[config.mk]
export PLATFORM = sky130hd
export DESIGN_NAME = poly_voice_allocator
export DESIGN_NICKNAME = d
export VERILOG_FILES = /design/src/rtl/core/pva_pkg.sv /design/src/rtl/core/pva_ctrl.sv /design/src/rtl/core/pva_dp.sv /design/src/rtl/core/poly_voice_allocator.sv
export SDC_FILE = /design/constraint.sdc
export NUM_CORES = 1
export LEC_CHECK = 0
export BUFFER_PORTS_ARGS = -buffer_cell sky130_fd_sc_hd__buf_2
export CAP_MARGIN = 25
export CORE_ASPECT_RATIO = 1.4
export CORE_UTILIZATION = 39
export DETAILED_ROUTE_END_ITERATION = 10
export HOLD_SLACK_MARGIN = 0.12
export PLACE_DENSITY_LB_ADDON = 0.15
export SYNTH_ARGS = -nofsm -noshare
export SYNTH_HDL_FRONTEND = slang
export SYNTH_SLANG_ARGS = --single-unit
export TNS_END_PERCENT = 50
[constraint.sdc]
create_clock -name clk -period 3 [get_ports clk]
set_input_delay 0.3 -clock clk [delete_from_list [all_inputs] [get_ports clk]]
set_output_delay 0.3 -clock clk [all_outputs]
set_load 0.01 [all_outputs]
[src/rtl/core/pva_pkg.sv]
`default_nettype none

package pva_pkg;

  localparam int NUM_VOICES_DEF = 8;

  localparam int NOTE_W  = 8;
  localparam int SLOT_W  = 3;
  localparam int MASK_W  = 8;
  localparam int IN_DATA_W  = 8;
  localparam int OUT_DATA_W = 24;

  localparam logic OP_NOTE_ON  = 1'b0;
  localparam logic OP_NOTE_OFF = 1'b1;

  typedef struct packed {
    logic load;
    logic search;
    logic apply;
  } pva_cmd_t;

  typedef struct packed {
    logic out_free;
  } pva_sts_t;

endpackage

`default_nettype wire

[src/rtl/core/pva_ctrl.sv]
`default_nettype none

module pva_ctrl
  import pva_pkg::*;
(
  input  wire logic     clk,
  input  wire logic     rst,
  input  wire logic     s_tvalid,
  output logic          s_tready,
  input  wire pva_sts_t sts,
  output pva_cmd_t      cmd
);

  localparam logic [1:0] ST_IDLE  = 2'd0;
  localparam logic [1:0] ST_SRCH  = 2'd1;
  localparam logic [1:0] ST_APPLY = 2'd2;

  logic [1:0] state;
  logic [1:0] state_next;

  assign s_tready   = (state == ST_IDLE);
  assign cmd.load   = s_tvalid && (state == ST_IDLE);
  assign cmd.search = (state == ST_SRCH);
  assign cmd.apply  = (state == ST_APPLY) && sts.out_free;

  always_comb begin
    state_next = state;
    unique case (state)
      ST_IDLE: begin
        if (s_tvalid) begin
          state_next = ST_SRCH;
        end
      end
      ST_SRCH: begin
        state_next = ST_APPLY;
      end
      ST_APPLY: begin
        if (sts.out_free) begin
          state_next = ST_IDLE;
        end
      end
      default: begin
        state_next = ST_IDLE;
      end
    endcase
  end

  always_ff @(posedge clk) begin
    if (rst) begin
      state <= ST_IDLE;
    end else begin
      state <= state_next;
    end
  end

`ifndef SYNTHESIS
  a_apply_after_search: assert property (@(posedge clk) disable iff (rst)
    cmd.search |=> (state == ST_APPLY))
    else $error("search not followed by apply state");

  a_no_load_busy: assert property (@(posedge clk) disable iff (rst)
    (state == ST_SRCH) |-> !cmd.load && !cmd.apply)
    else $error("overlapping commands during search");

  a_return_idle: assert property (@(posedge clk) disable iff (rst)
    cmd.apply |=> (state == ST_IDLE))
    else $error("controller did not return to idle after apply");
`endif

endmodule

`default_nettype wire

[src/rtl/core/pva_dp.sv]
`default_nettype none

module pva_dp
  import pva_pkg::*;
#(
  parameter int NUM_VOICES = NUM_VOICES_DEF
) (
  input  wire logic                  clk,
  input  wire logic                  rst,
  input  wire pva_cmd_t              cmd,
  output pva_sts_t                   sts,
  input  wire logic [IN_DATA_W-1:0]  s_tdata,
  input  wire logic                  s_tuser,
  output logic                       m_tvalid,
  input  wire logic                  m_tready,
  output logic [OUT_DATA_W-1:0]      m_tdata
);

  localparam int IW = $clog2(NUM_VOICES);

  logic [NOTE_W-1:0]     slot_note [NUM_VOICES];
  logic [NUM_VOICES-1:0] slot_busy;

  logic              req_op;
  logic [NOTE_W-1:0] req_note;

  logic          free_found;
  logic [IW-1:0] free_idx;
  logic          match_found;
  logic [IW-1:0] match_idx;

  logic          free_found_next;
  logic [IW-1:0] free_idx_next;
  logic          match_found_next;
  logic [IW-1:0] match_idx_next;

  logic [NUM_VOICES-1:0] busy_next;
  logic [IW-1:0]         slot_sel;
  logic                  res_matched;
  logic                  res_stolen;
  logic [NOTE_W-1:0]     res_stolen_note;

  assign sts.out_free = !m_tvalid || m_tready;

  always_ff @(posedge clk) begin
    if (cmd.load) begin
      req_op   <= s_tuser;
      req_note <= s_tdata[NOTE_W-1:0];
    end
  end

  // priority search, lowest index wins
  always_comb begin
    free_found_next  = 1'b0;
    free_idx_next    = '0;
    match_found_next = 1'b0;
    match_idx_next   = '0;
    for (int i = NUM_VOICES - 1; i >= 0; i--) begin
      if (!slot_busy[i]) begin
        free_found_next = 1'b1;
        free_idx_next   = IW'(i);
      end
      if (slot_busy[i] && (slot_note[i] == req_note)) begin
        match_found_next = 1'b1;
        match_idx_next   = IW'(i);
      end
    end
  end

  always_ff @(posedge clk) begin
    if (cmd.search) begin
      free_found  <= free_found_next;
      free_idx    <= free_idx_next;
      match_found <= match_found_next;
      match_idx   <= match_idx_next;
    end
  end

  always_comb begin
    busy_next       = slot_busy;
    slot_sel        = '0;
    res_matched     = 1'b0;
    res_stolen      = 1'b0;
    res_stolen_note = '0;
    if (req_op == OP_NOTE_ON) begin
      res_matched = 1'b1;
      if (free_found) begin
        slot_sel            = free_idx;
        busy_next[free_idx] = 1'b1;
      end else begin
        slot_sel        = IW'(NUM_VOICES - 1);
        res_stolen      = 1'b1;
        res_stolen_note = slot_note[0];
        busy_next       = {1'b1, slot_busy[NUM_VOICES-1:1]};
      end
    end else if (match_found) begin
      slot_sel             = match_idx;
      res_matched          = 1'b1;
      busy_next[match_idx] = 1'b0;
    end
  end

  always_ff @(posedge clk) begin
    if (rst) begin
      slot_busy <= '0;
    end else if (cmd.apply) begin
      slot_busy <= busy_next;
    end
  end

  always_ff @(posedge clk) begin
    if (cmd.apply && (req_op == OP_NOTE_ON)) begin
      if (free_found) begin
        slot_note[free_idx] <= req_note;
      end else begin
        for (int i = 0; i < NUM_VOICES - 1; i++) begin
          slot_note[i] <= slot_note[i+1];
        end
        slot_note[NUM_VOICES-1] <= req_note;
      end
    end
  end

  always_ff @(posedge clk) begin
    if (rst) begin
      m_tvalid <= 1'b0;
    end else if (cmd.apply) begin
      m_tvalid <= 1'b1;
    end else if (m_tready) begin
      m_tvalid <= 1'b0;
    end
  end

  always_ff @(posedge clk) begin
    if (cmd.apply) begin
      m_tdata <= {3'b000, MASK_W'(busy_next), res_stolen_note, res_stolen, res_matched,
                  SLOT_W'(slot_sel)};
    end
  end

`ifndef SYNTHESIS
  a_apply_loads_out: assert property (@(posedge clk) disable iff (rst)
    cmd.apply |=> m_tvalid)
    else $error("result not presented after apply");

  a_note_on_matched: assert property (@(posedge clk) disable iff (rst)
    (cmd.apply && (req_op == OP_NOTE_ON)) |=> m_tdata[3])
    else $error("note-on result without matched flag");

  a_steal_only_full: assert property (@(posedge clk) disable iff (rst)
    (cmd.apply && res_stolen) |-> (&slot_busy))
    else $error("steal while a slot was free");

  a_apply_needs_room: assert property (@(posedge clk) disable iff (rst)
    cmd.apply |-> (!m_tvalid || m_tready))
    else $error("result overwritten before it was taken");
`endif

endmodule

`default_nettype wire

[src/rtl/core/poly_voice_allocator.sv]
`default_nettype none

// Polyphonic voice allocator. A note-on request takes the lowest free voice slot; when
// every slot is busy, the note in slot 0 is dropped, all slots move down by one and the
// new note goes into the last slot. A note-off frees the lowest busy slot holding that
// note. Each request gives one result with slot, matched, stolen, stolen_note and the
// busy mask after the event. The controller first takes a request in, then runs the
// priority search across the slot table, and then updates the table and loads the output
// register; that last step waits while the output register still holds an untaken
// result. The busy flags clear on reset, no clearing pass is needed.
module poly_voice_allocator
  import pva_pkg::*;
#(
  parameter int NUM_VOICES = NUM_VOICES_DEF
) (
  input  wire logic                  clk,
  input  wire logic                  rst,
  input  wire logic                  s_tvalid,
  output logic                       s_tready,
  input  wire logic [IN_DATA_W-1:0]  s_tdata,   // note[7:0]
  input  wire logic                  s_tuser,   // op[0]
  output logic                       m_tvalid,
  input  wire logic                  m_tready,
  // slot[2:0], matched[3], stolen[4], stolen_note[12:5], busy_mask[20:13], zero[23:21]
  output logic [OUT_DATA_W-1:0]      m_tdata
);

  pva_cmd_t cmd;
  pva_sts_t sts;

  pva_ctrl u_ctrl (
    .clk      (clk),
    .rst      (rst),
    .s_tvalid (s_tvalid),
    .s_tready (s_tready),
    .sts      (sts),
    .cmd      (cmd)
  );

  pva_dp #(
    .NUM_VOICES (NUM_VOICES)
  ) u_dp (
    .clk      (clk),
    .rst      (rst),
    .cmd      (cmd),
    .sts      (sts),
    .s_tdata  (s_tdata),
    .s_tuser  (s_tuser),
    .m_tvalid (m_tvalid),
    .m_tready (m_tready),
    .m_tdata  (m_tdata)
  );

endmodule

`default_nettype wire

==> results of run 1 <==
-- logic make-up after synthesis --
kind of cell	count (synthesis)
DFF	113
and+or+nand+nor	122
buffers and inverters	39
AOI/OAI and AO/OA	90
other	1
muxes	6
xor gates and xnor gates	64
-- through the flow --
step / instances / hold WS [ps] / power (mW) / setup WS, ps / area, sq um
global route: 671 / 219.6 / 4.186 / 844.4 / 6420
finish: 671 / 207.2 / 4.056 / 966.0 / 6420
detailed placement: 630 / 478.1 / 2.032 / 954.7 / 5727
CTS: 671 / 199.4 / 4.097 / 931.7 / 6420
floorplan: 437 / 371.6 / 1.973 / 835.9 / 5440
global placement: 630 / 477.6 / 2.030 / 960.7 / 5727
-- synth_stat cells (8+ instances only) --
cell type  instances  area, sq um
xnor2_1           43        376.6
and2_1            11        68.82
nand4_1           10        62.56
nor2_1            28        105.1
xor2_1            21        183.9
a21o_1            57        427.9
dfxtp_1           11        220.2
nor3_1             9        45.04
buf_2              8        40.04
a21oi_1            9        45.04
nand2_1           19        71.32
nor2b_1           14        87.58
nand3_1           10        50.05
clkbuf_1          14        52.55
edfxtp_1         102         3063
-- flip-flops by register name (all words and copies together) (netlist names), 2 cells and up --
name / flops
u_dp.slot_note: 64
u_dp.m_tdata: 21
u_dp.req_note: 8
u_dp.slot_busy: 8
u_dp.free_idx: 3
u_dp.match_idx: 3
u_ctrl.state: 2
-- final timing paths --
check                                startpoint                    to  slack [ps]  cells past startpoint
worst max register to register  u_dp.free_found  u_dp.slot_note[3][6]         970                      6
worst max-delay path            u_dp.free_found  u_dp.slot_note[3][6]         970                      6
worst min-delay path                   m_tready         u_dp.m_tvalid         210                      3
worst min register to register    u_dp.m_tvalid         u_dp.m_tvalid         530                      2
-- repair_timing --
action                                  4_1_cts  5_1_grt
hold buffers                                  9        0
endpoints found under the setup margin        0        0
hold endpoints to repair                      9        0
-- routing by layer --
layer / routed length (um) / part of all wire
met5: 0 / 0
met3: 351 / 0.029
met1: 5004 / 0.41
met2: 6609 / 0.54
met4: 198 / 0.016
-- worst min-delay path: cells and delay by family --
family	cells	cell delay [ps]
compound gates	1	70
simple gates	1	110
buf+inv	1	80
-- final cells by class --
class | count | area (sq um)
inverter | 6 | 22.52
fill | 1271 | 7093
multi-input combinational | 285 | 1938
tap | 182 | 227.7
clock buffer | 27 | 503.0
clock inverter | 5 | 100.1
timing repair buffer | 53 | 345.3
sequential | 113 | 3283
-- power breakdown --
group          switching [mW]  leakage [nW]  internal, mW  total (mW)
registers              0.0440          1.02          1.75        1.80
clock network           0.657         0.296          1.39        2.05
logic                   0.110          1.16         0.101       0.211
total                   0.811          2.48          3.24        4.06
==> reports/qor.csv, run 1 <==
stage,metric,value,unit
floorplan,Initial Utilization,0.4020,
floorplan,boundary pin count,39,
sta,final setup vio count,0,
critical_path,kind of critical path,reg2reg,
sta,Final Hold Viols,0,
critical_path,CP max FO,34,
floorplan,DIE AREA,14410,sq um
logic_synthesis,Synth cell types,41,
clocking,Root Buffer,clkbuf_16,
logic_synthesis,number of flops mapped to enable cells by yosys,102,
final_layout,Diodes inserted,0,
global_routing,gr usage total,0.1880,
final_layout,Layout area overhead,18.17,%
routing,Via density,4.988,
global_routing,grt met1 use,0.2160,
clocking,post_cts resized,0,
routing,DRT antenna net count,0,
logic_synthesis,main combinational cell family by area after synthesis,simple AND/OR/NAND/NOR gates,
critical_path,CP Cell Sequence,inv_2 -> nand2_4 -> nor3_4 -> buf_12 -> nor2b_1 -> a21o_1,
clocking,Clock Tree Buf Depth,2,
critical_path,Worst Path Required,3160,ps
power_and_ir_drop,Peak VDD IR,325.3,uV
floorplan,core box area,13510,sq um
final_layout,Final Util,0.4751,
sta,f_max,491.6,MHz
clocking,CTS tree,done,
final_layout,# nets final,489,
clocking,Inserted Clock Buffers,17,
clocking,clock slew at reported path FFs,60,ps
critical_path,slowest CP cell,edfxtp_1,
logic_synthesis,Cells after Synth,435,
logic_synthesis,complex-gate fraction of the synthesized area,0.1193,
routing,DR pass1 iterations,4,
critical_path,startpoint types,flop,
floorplan,FP Rows,50,
global_routing,antenna violations before repair,0,
logic_synthesis,"Seq/Total Area, Yosys",0.6043,
global_routing,vias in the first global route,3570,
logic_synthesis,XOR/XNOR Fraction of Synth Area,0.1032,
floorplan,Die H,141.7,um
global_routing,first-pass GRT wire length,19.60,mm
global_routing,pin count of the biggest net entering global routing,35,
clocking,clock sinks,113,
status,status,finished clean,
logic_synthesis,Simple-Gate Fraction of Synth Area,0.1202,
logic_synthesis,Post-Synth Adder-Cell Area,0,
final_layout,share of layout cells above drive strength 1,0.1677,
global_routing,grt peak-use layer,met2,
sta,RSZ-0062 raised after global routing,false,
critical_path,WP data arrival,2190,ps
floorplan,DIE WIDTH,101.8,um
final_layout,most frequent cells in the layout,"edfxtp_1, a21o_1, xnor2_1, buf_2, nor2_1",
logic_synthesis,Post-synth ARST share,0,
flow_run,maxcap violations,0,
sta,crit share post-route,0.6780,
logic_synthesis,syn_area_per_cell,12.49,sq um
final_layout,"most common cell after layout, fill and taps aside",edfxtp_1,
clocking,clk_lat worst skew,410,ps
global_routing,GRT overflow,0,
routing,"wirelength, routed",12.16,mm
global_routing,GRT met3 Usage,0.04729,
sta,Least-Margin Pin Slew,851.0,ps
sta,Max Transition Viols Final,0,
logic_synthesis,synthesized flop and latch total,113,
placed_design,I/O Buffers,35,
critical_path,cell family with the largest share of critical-path delay,simple AND/OR/NAND/NOR gates,
placed_design,dpl hpwl,9.007,mm
sta,Slew HR,0.4315,
critical_path,crit-path max cell delay,500,ps
power_and_ir_drop,Static Leak,2.477,nW
routing,vias,3347,
sta,clock period minus worst slack,2034,ps
logic_synthesis,Synth Flop Type,edfxtp_1,
routing,1st-iter DRT viols,178,
critical_path,Worst Path Buf+Inv,2,
sta,setup_tns,0,ps
routing,drt drc,0,
power_and_ir_drop,P per Cell Area,631.7,nW/um^2
logic_synthesis,Syn. warnings,0,
clocking,Post-CTS Setup Bufs,0,
placed_design,Final GP Congestion,0.8450,
sta,Worst Skew,18.10,ps
logic_synthesis,post-synthesis cell area,5433,sq um
routing,Routed WL per cell,18.13,um
logic_synthesis,mux contribution to synthesized area,0.01105,
worst_hold_path,hold crit path type,in2reg,
critical_path,Crit. End Element,flop,
global_routing,met2 track demand over resource,0.3307,
clocking,H-tree Lvls,4,
(Power assumes the default switching activity.)
==> run 2: changes to the inputs <==
- ABC_AREA: not set -> 1
- clock period: 3 -> 2.1 ns (I/O delays scaled with it)
==> run 2 against run 1 <==
Final area is 7.2% higher. Largest cell class unchanged. Sequential power is 41% higher. First-iteration DRC count is 85% higher. Flip-flop and latch count stayed put. Clock power is 43% higher. Combinational power is 75% higher. Cell count is 31% higher. Critical endpoint is now u_dp.slot_note[5][3]. Critical path depth is 1 higher. Worst hold slack worse by 27 ps. Core utilization is 1.5 points higher.
==> reports/qor.csv, run 2 <==
stage,metric,value,unit,change
placed_design,Final GP Congestion,0.9813,,+16%
routing,1st-iter DRT viols,329,,+85%
critical_path,Crit. End Element,flop,,
sta,final setup vio count,0,,unchanged
final_layout,number of flip-flops in the largest register,64,,unchanged
logic_synthesis,post-synthesis cell area,5677,sq um,+4.5%
critical_path,Worst Path Required,2360,ps,-800 ps
critical_path,WP data arrival,2140,ps,-50 ps
logic_synthesis,complex-gate fraction of the synthesized area,0.1243,,+0.005011
logic_synthesis,Post-synth ARST share,0,,unchanged
clocking,Inserted Clock Buffers,17,,unchanged
placed_design,DP Area,6163,sq um,+7.6%
sta,final worst slack,217.9,ps,-748.1 ps
logic_synthesis,most numerous cell in the Yosys netlist,nand2_1,,
routing,vias,4588,,+37%
sta,setup_tns,0,ps,unchanged
final_layout,Diodes inserted,0,,unchanged
worst_hold_path,hold crit path type,in2reg,,
sta,Least-Margin Pin Slew,528.7,ps,-322.3 ps
global_routing,GRT overflow,0,,unchanged
placed_design,I/O Buffers,35,,unchanged
routing,DR pass1 iterations,9,,+5
power_and_ir_drop,Net Sw Frac,0.2251,,+0.02515
clocking,clk_lat worst skew,410,ps,about the same
logic_synthesis,Area contributors post-synth,"edfxtp_1, nand2_1, inv_1",,
placed_design,dpl hpwl,11.33,mm,+26%
routing,Routed WL per cell,17.10,um,-5.7%
clocking,clock slew at reported path FFs,60,ps,about the same
sta,Slew HR,0.6470,,+0.2156
final_layout,"Design Area, Final",6879,sq um,+7.2%
final_layout,# nets final,695,,+42%
global_routing,first-pass GRT wire length,23.60,mm,+20%
power_and_ir_drop,Peak VDD IR,591.3,uV,+82%
clocking,clock sinks,113,,unchanged
routing,"wirelength, routed",15.05,mm,+24%
final_layout,"most common cell after layout, fill and taps aside",nand2_1,,
clocking,CTS tree,done,,
logic_synthesis,mux contribution to synthesized area,0,,-0.01105
floorplan,Die H,144.8,um,+2.2%
floorplan,boundary pin count,39,,unchanged
final_layout,total of fill cells in the finished design,1314,,+3.4%
power_and_ir_drop,Seq pwr share,0.434,,-0.009
final_layout,most frequent cells in the layout,"nand2_1, edfxtp_1, inv_1, nor2_1, o21ai_0",,
floorplan,DIE WIDTH,104.0,um,+2.2%
logic_synthesis,Post-Synth Adder-Cell Area,0,,unchanged
floorplan,FP Rows,51,,+2.0%
sta,clock period minus worst slack,1882,ps,-151.9 ps
global_routing,antenna violations before repair,0,,unchanged
floorplan,Initial Utilization,0.4044,,+0.002330
logic_synthesis,main combinational cell family by area after synthesis,simple AND/OR/NAND/NOR gates,,
clocking,Post-CTS Setup Bufs,0,,unchanged
sta,Final Hold Viols,0,,unchanged
final_layout,Layout area overhead,21.18,%,
global_routing,vias in the first global route,4497,,+26%
placed_design,Place WS,262.7,ps,-691.9 ps
power_and_ir_drop,cell internal pwr,4.528,mW,+40%
sta,RSZ-0062 raised after global routing,false,,
clocking,Root Buffer,clkbuf_16,,
logic_synthesis,top-area cell type share of the netlist area,0.5396,,-0.02423
routing,Via density,5.214,,+4.5%
routing,drt drc,0,,unchanged
logic_synthesis,Cells after Synth,607,,+40%
critical_path,kind of critical path,reg2reg,,
floorplan,DIE AREA,15050,sq um,+4.4%
logic_synthesis,Synth Flop Type,edfxtp_1,,
clocking,post_cts resized,0,,unchanged
logic_synthesis,cell taking the most area after synthesis,edfxtp_1,,
logic_synthesis,synthesized flop and latch total,113,,unchanged
power_and_ir_drop,clock share of power,0.502,,-0.003
logic_synthesis,Simple-Gate Fraction of Synth Area,0.1823,,+0.06206
final_layout,share of layout cells above drive strength 1,0.1669,,-0.0007827
logic_synthesis,"Seq/Total Area, Yosys",0.5784,,-0.02597
flow_run,maxcap violations,0,,unchanged
logic_synthesis,Commonest cells post-synth,"nand2_1, edfxtp_1, inv_1",,
power_and_ir_drop,total net switching power,1.316,mW,+62%
clocking,H-tree Lvls,4,,unchanged
sta,crit share post-route,0.8962,,+0.2182
critical_path,CP max FO,27,,-21%
logic_synthesis,number of flops mapped to enable cells by yosys,102,,unchanged
floorplan,core box area,14040,sq um,+3.9%
clocking,Clock Tree Buf Depth,2,,unchanged
critical_path,startpoint types,flop,,
final_layout,top register by number of flip-flops,u_dp.slot_note,,
global_routing,gr usage total,0.2107,,+0.02268
sta,Worst Skew,6.526,ps,-11.57 ps
logic_synthesis,syn_area_per_cell,9.352,sq um,-25%
logic_synthesis,Synth cell types,38,,-7.3%
final_layout,Largest regs,"u_dp.slot_note x64, u_dp.m_tdata x21",,
status,status,finished clean,,
sta,Max Transition Viols Final,0,,unchanged
power_and_ir_drop,P per Cell Area,849.5,nW/um^2,+34%
routing,DRT antenna net count,0,,unchanged
logic_synthesis,XOR/XNOR Fraction of Synth Area,0.01851,,-0.08466
global_routing,pin count of the biggest net entering global routing,28,,-20%
logic_synthesis,Syn. warnings,0,,unchanged
clocking,Hold Buf Count CTS,11,,+2
power_and_ir_drop,Comb pwr share,0.063,,+0.011
power_and_ir_drop,Static Leak,2.897,nW,+17%
sta,f_max,531.3,MHz,+8.1%
[run 2: cell types whose count changed in the layout (fill, tap and decap cells not counted), moves of 14 or more]
cell,delta
o21ai_1,+36
buf_4,+21
a21o_1,-57
xnor2_1,-41
nor2b_1,-14
inv_1,+81
nand2_1,+118
o21ai_0,+31
a21oi_1,+15
[run 2: path summary, 6_finish.rpt]
check | from | endpoint | slack (ps) | cells after the start
worst max-delay path | u_dp.m_tvalid | u_dp.slot_note[5][3] | 220 | 7
worst min-delay path | m_tready | u_dp.m_tvalid | 180 | 3
worst max register to register | u_dp.m_tvalid | u_dp.slot_note[5][3] | 220 | 7
worst min register to register | u_ctrl.state[1] | u_ctrl.state[0] | 500 | 1
[run 2: layout make-up]
type	instances	area [sq um]	share of cell area
Multi-Input combinational cell	378	1857	0.2699
Clock inverter	13	162.7	0.02364
Clock buffer	19	442.9	0.06439
Tap cell	185	231.5	0.03365
Sequential cell	113	3283	0.4773
Timing Repair Buffer	77	543.0	0.07894
Inverter	95	359.1	0.05220
[run 2: routing by layer]
metal / vias to the layer above / share of wire / track usage
met2: 167 / 0.50 / 0.3674
met1: 2169 / 0.42 / 0.2496
met3: 40 / 0.047 / 0.03762
li1: 2212 / - / -
met5: - / 0 / 0
met4: 0 / 0.036 / 0.1105
[run 2: cell families (layout without fill, tap and decap cells)]
logic type | count (synthesis) | count (layout)
buffers and inverters | 118 | 204
other | 1 | 3
XOR/XNOR | 12 | 12
AND/OR/NAND/NOR | 238 | 238
flip-flops | 113 | 113
AO/OA/AOI/OAI | 125 | 125
[run 2: power by group through the flow]
stage	Sequential (mW)	Clock [mW]	Combinational, mW
after floorplan	2.57	0	0.232
after global placement	2.58	0	0.349
after detailed placement	2.58	0	0.352
after CTS	2.54	2.97	0.369
after global routing	2.54	3.06	0.413
final	2.54	2.94	0.370
[run 2: worst max-delay path, stage by stage (launching register included)]
cell and delay [ps]:
dfxtp_1 320, inv_1 30, or2_1 260, nand2_4 130, nor2_8 40, inv_2 390, nand2_1 340, o21ai_1 190
[run 2: per-stage QoR]
| step | hold slack, ps | total power, mW | util | cells |
|---|---|---|---|---|
| 6_report | 180.5 | 5.844 | 0.4900 | 880 |
| 2_1_floorplan | 308.9 | 2.802 | - | 609 |
| 4_1_cts | 176.8 | 5.877 | 0.4900 | 880 |
| 5_1_grt | 198.7 | 6.018 | 0.4900 | 880 |
| 3_5_place_dp | 388.1 | 2.936 | 0.4390 | 837 |
| 3_3_place_gp | 387.6 | 2.932 | 0.4390 | 837 |
==> run 3: changes to the inputs <==
- REMOVE_ABC_BUFFERS: not set -> 1
==> run 3 against run 2 <==
Via count increased by 0.87%. Clock skew about the same. Worst hold slack worse by 39 ps. Register-to-register slack got worse by 70 ps. Clock power decreased by 4%.
==> reports/qor.csv, run 3 (synthesized netlist as in run 2, its figures left out) <==
stage,metric,value,unit,change
status,status,finished clean,,
routing,vias,4628,,+0.87%
sta,Max Transition Viols Final,0,,unchanged
floorplan,DIE AREA,15050,sq um,unchanged
power_and_ir_drop,Peak VDD IR,424.8,uV,-28%
floorplan,Initial Utilization,0.4044,,unchanged
routing,DR pass1 iterations,5,,-4
clocking,Clock Tree Buf Depth,2,,unchanged
final_layout,Layout area overhead,20.17,%,
flow_run,maxcap violations,0,,unchanged
floorplan,DIE WIDTH,104.0,um,unchanged
routing,drt drc,0,,unchanged
final_layout,total of fill cells in the finished design,1356,,+3.2%
sta,clock period minus worst slack,1948,ps,+66.12 ps
final_layout,Final Util,0.4859,,-0.004100
final_layout,"most common cell after layout, fill and taps aside",nand2_1,,
final_layout,share of layout cells above drive strength 1,0.1587,,-0.008176
power_and_ir_drop,P per Cell Area,839.1,nW/um^2,-1.2%
routing,Routed WL per cell,17.74,um,+3.8%
final_layout,Largest regs,"u_dp.slot_note x64, u_dp.m_tdata x21",,
placed_design,dpl hpwl,11.83,mm,+4.4%
sta,setup_tns,0,ps,unchanged
clocking,clk_lat worst skew,420,ps,about the same
clocking,H-tree Lvls,4,,unchanged
sta,Least-Margin Pin Slew,506.0,ps,-22.62 ps
final_layout,# nets final,693,,-0.29%
routing,1st-iter DRT viols,366,,+11%
global_routing,pin count of the biggest net entering global routing,29,,+3.6%
global_routing,GRT overflow,0,,unchanged
clocking,Root Buffer,clkbuf_16,,
floorplan,core box area,14040,sq um,unchanged
critical_path,kind of critical path,reg2reg,,
critical_path,startpoint types,flop,,
clocking,CTS tree,done,,
sta,Final Hold Viols,0,,unchanged
floorplan,FP Rows,51,,unchanged
global_routing,first-pass GRT wire length,24.23,mm,+2.6%
sta,crit share post-route,0.9277,,+0.03148
final_layout,Diodes inserted,0,,unchanged
placed_design,DP Area,6143,sq um,-0.32%
critical_path,WP data arrival,2020,ps,-120 ps
sta,final setup vio count,0,,unchanged
critical_path,Worst Path Required,2170,ps,-190 ps
sta,Slew HR,0.6621,,+0.01510
floorplan,boundary pin count,39,,unchanged
worst_hold_path,hold crit path type,in2reg,,
placed_design,I/O Buffers,35,,unchanged
floorplan,Die H,144.8,um,unchanged
sta,f_max,513.3,MHz,-3.4%
final_layout,most frequent cells in the layout,"nand2_1, edfxtp_1, inv_1, nor2_1, o21ai_0",,
global_routing,vias in the first global route,4519,,+0.49%
routing,DRT antenna net count,0,,unchanged
power_and_ir_drop,Static Leak,2.881,nW,-0.54%
clocking,clock sinks,113,,unchanged
sta,RSZ-0062 raised after global routing,false,,
global_routing,antenna violations before repair,0,,unchanged
global_routing,gr usage total,0.2183,,+0.007689
final_layout,number of flip-flops in the largest register,64,,unchanged
placed_design,Final GP Congestion,0.9217,,-6.1%
routing,"wirelength, routed",15.58,mm,+3.5%
critical_path,CP max FO,16,,-41%
sta,Worst Skew,6.939,ps,+0.4122 ps
critical_path,Crit. End Element,flop,,
clocking,Post-CTS Setup Bufs,0,,unchanged
final_layout,top register by number of flip-flops,u_dp.slot_note,,
clocking,clock slew at reported path FFs,50,ps,about the same
final_layout,"Design Area, Final",6822,sq um,-0.84%
routing,Via density,5.271,,+1.1%
clocking,Inserted Clock Buffers,17,,unchanged
## run 3: changes by cell type in the layout (fill, tap and decap cells not counted), moves of 2 or more
| cell | delta |
|---|---|
| clkinv_4 | -4 |
| clkbuf_1 | +3 |
| clkbuf_8 | +3 |
| clkinvlp_4 | -3 |
| clkinv_1 | +2 |
## run 3: layer usage
layer / global-route usage / wire length, um / up-vias
li1: - / - / 2204
met1: 0.2392 / 6071 / 2238
met2: 0.3944 / 8244 / 145
met3: 0.04389 / 690 / 41
met4: 0.1278 / 574 / 0
met5: 0 / 0 / -
## run 3: path summary, 6_finish.rpt
path                            cells past startpoint                    to  slack, ps       startpoint
worst max-delay path                                6  u_dp.slot_note[7][1]        150      u_dp.req_op
worst min-delay path                                2     u_dp.slot_busy[7]        140              rst
worst max register to register                      6  u_dp.slot_note[7][1]        150      u_dp.req_op
worst min register to register                      1       u_ctrl.state[0]        510  u_ctrl.state[1]
## run 3: final cells by class
| type | instances | area [sq um] | area share |
|---|---|---|---|
| Tap cell | 185 | 231.5 | 0.03393 |
| Clock inverter | 7 | 82.58 | 0.01211 |
| Clock buffer | 25 | 495.5 | 0.07263 |
| Multi-Input combinational cell | 378 | 1857 | 0.2722 |
| Sequential cell | 113 | 3283 | 0.4813 |
| Inverter | 95 | 359.1 | 0.05264 |
| Timing Repair Buffer | 75 | 513.0 | 0.07520 |
## run 3: through the flow
| stage | power [mW] | std cells | setup WS, ps | hold slack (ps) |
|---|---|---|---|---|
| floorplan | 2.777 | 586 | -148.9 | 276.2 |
| global placement | 2.935 | 836 | 166.7 | 386.6 |
| detailed placement | 2.938 | 836 | 147.7 | 388.1 |
| CTS | 5.762 | 878 | 138.9 | 143.6 |
| global route | 5.908 | 878 | 40.26 | 152.1 |
| finish | 5.724 | 878 | 151.8 | 141.1 |
## run 3: where the power goes
part           switching (mW)  internal (mW)
sequential             0.0412           2.50
clock                   0.961           1.85
combinational           0.235          0.132
total                    1.24           4.49
## run 3: what timing repair did
action                    CTS  global route
hold buffers               10             0
hold endpoints to repair   10             0
resized for setup           0             0
## run 3: critical path, cell delays in order (launching register included)
cell and delay, ps:
edfxtp_1 430, nor2_4 190, inv_2 130, nor2_8 130, buf_4 260, a21oi_1 130, inv_1 330
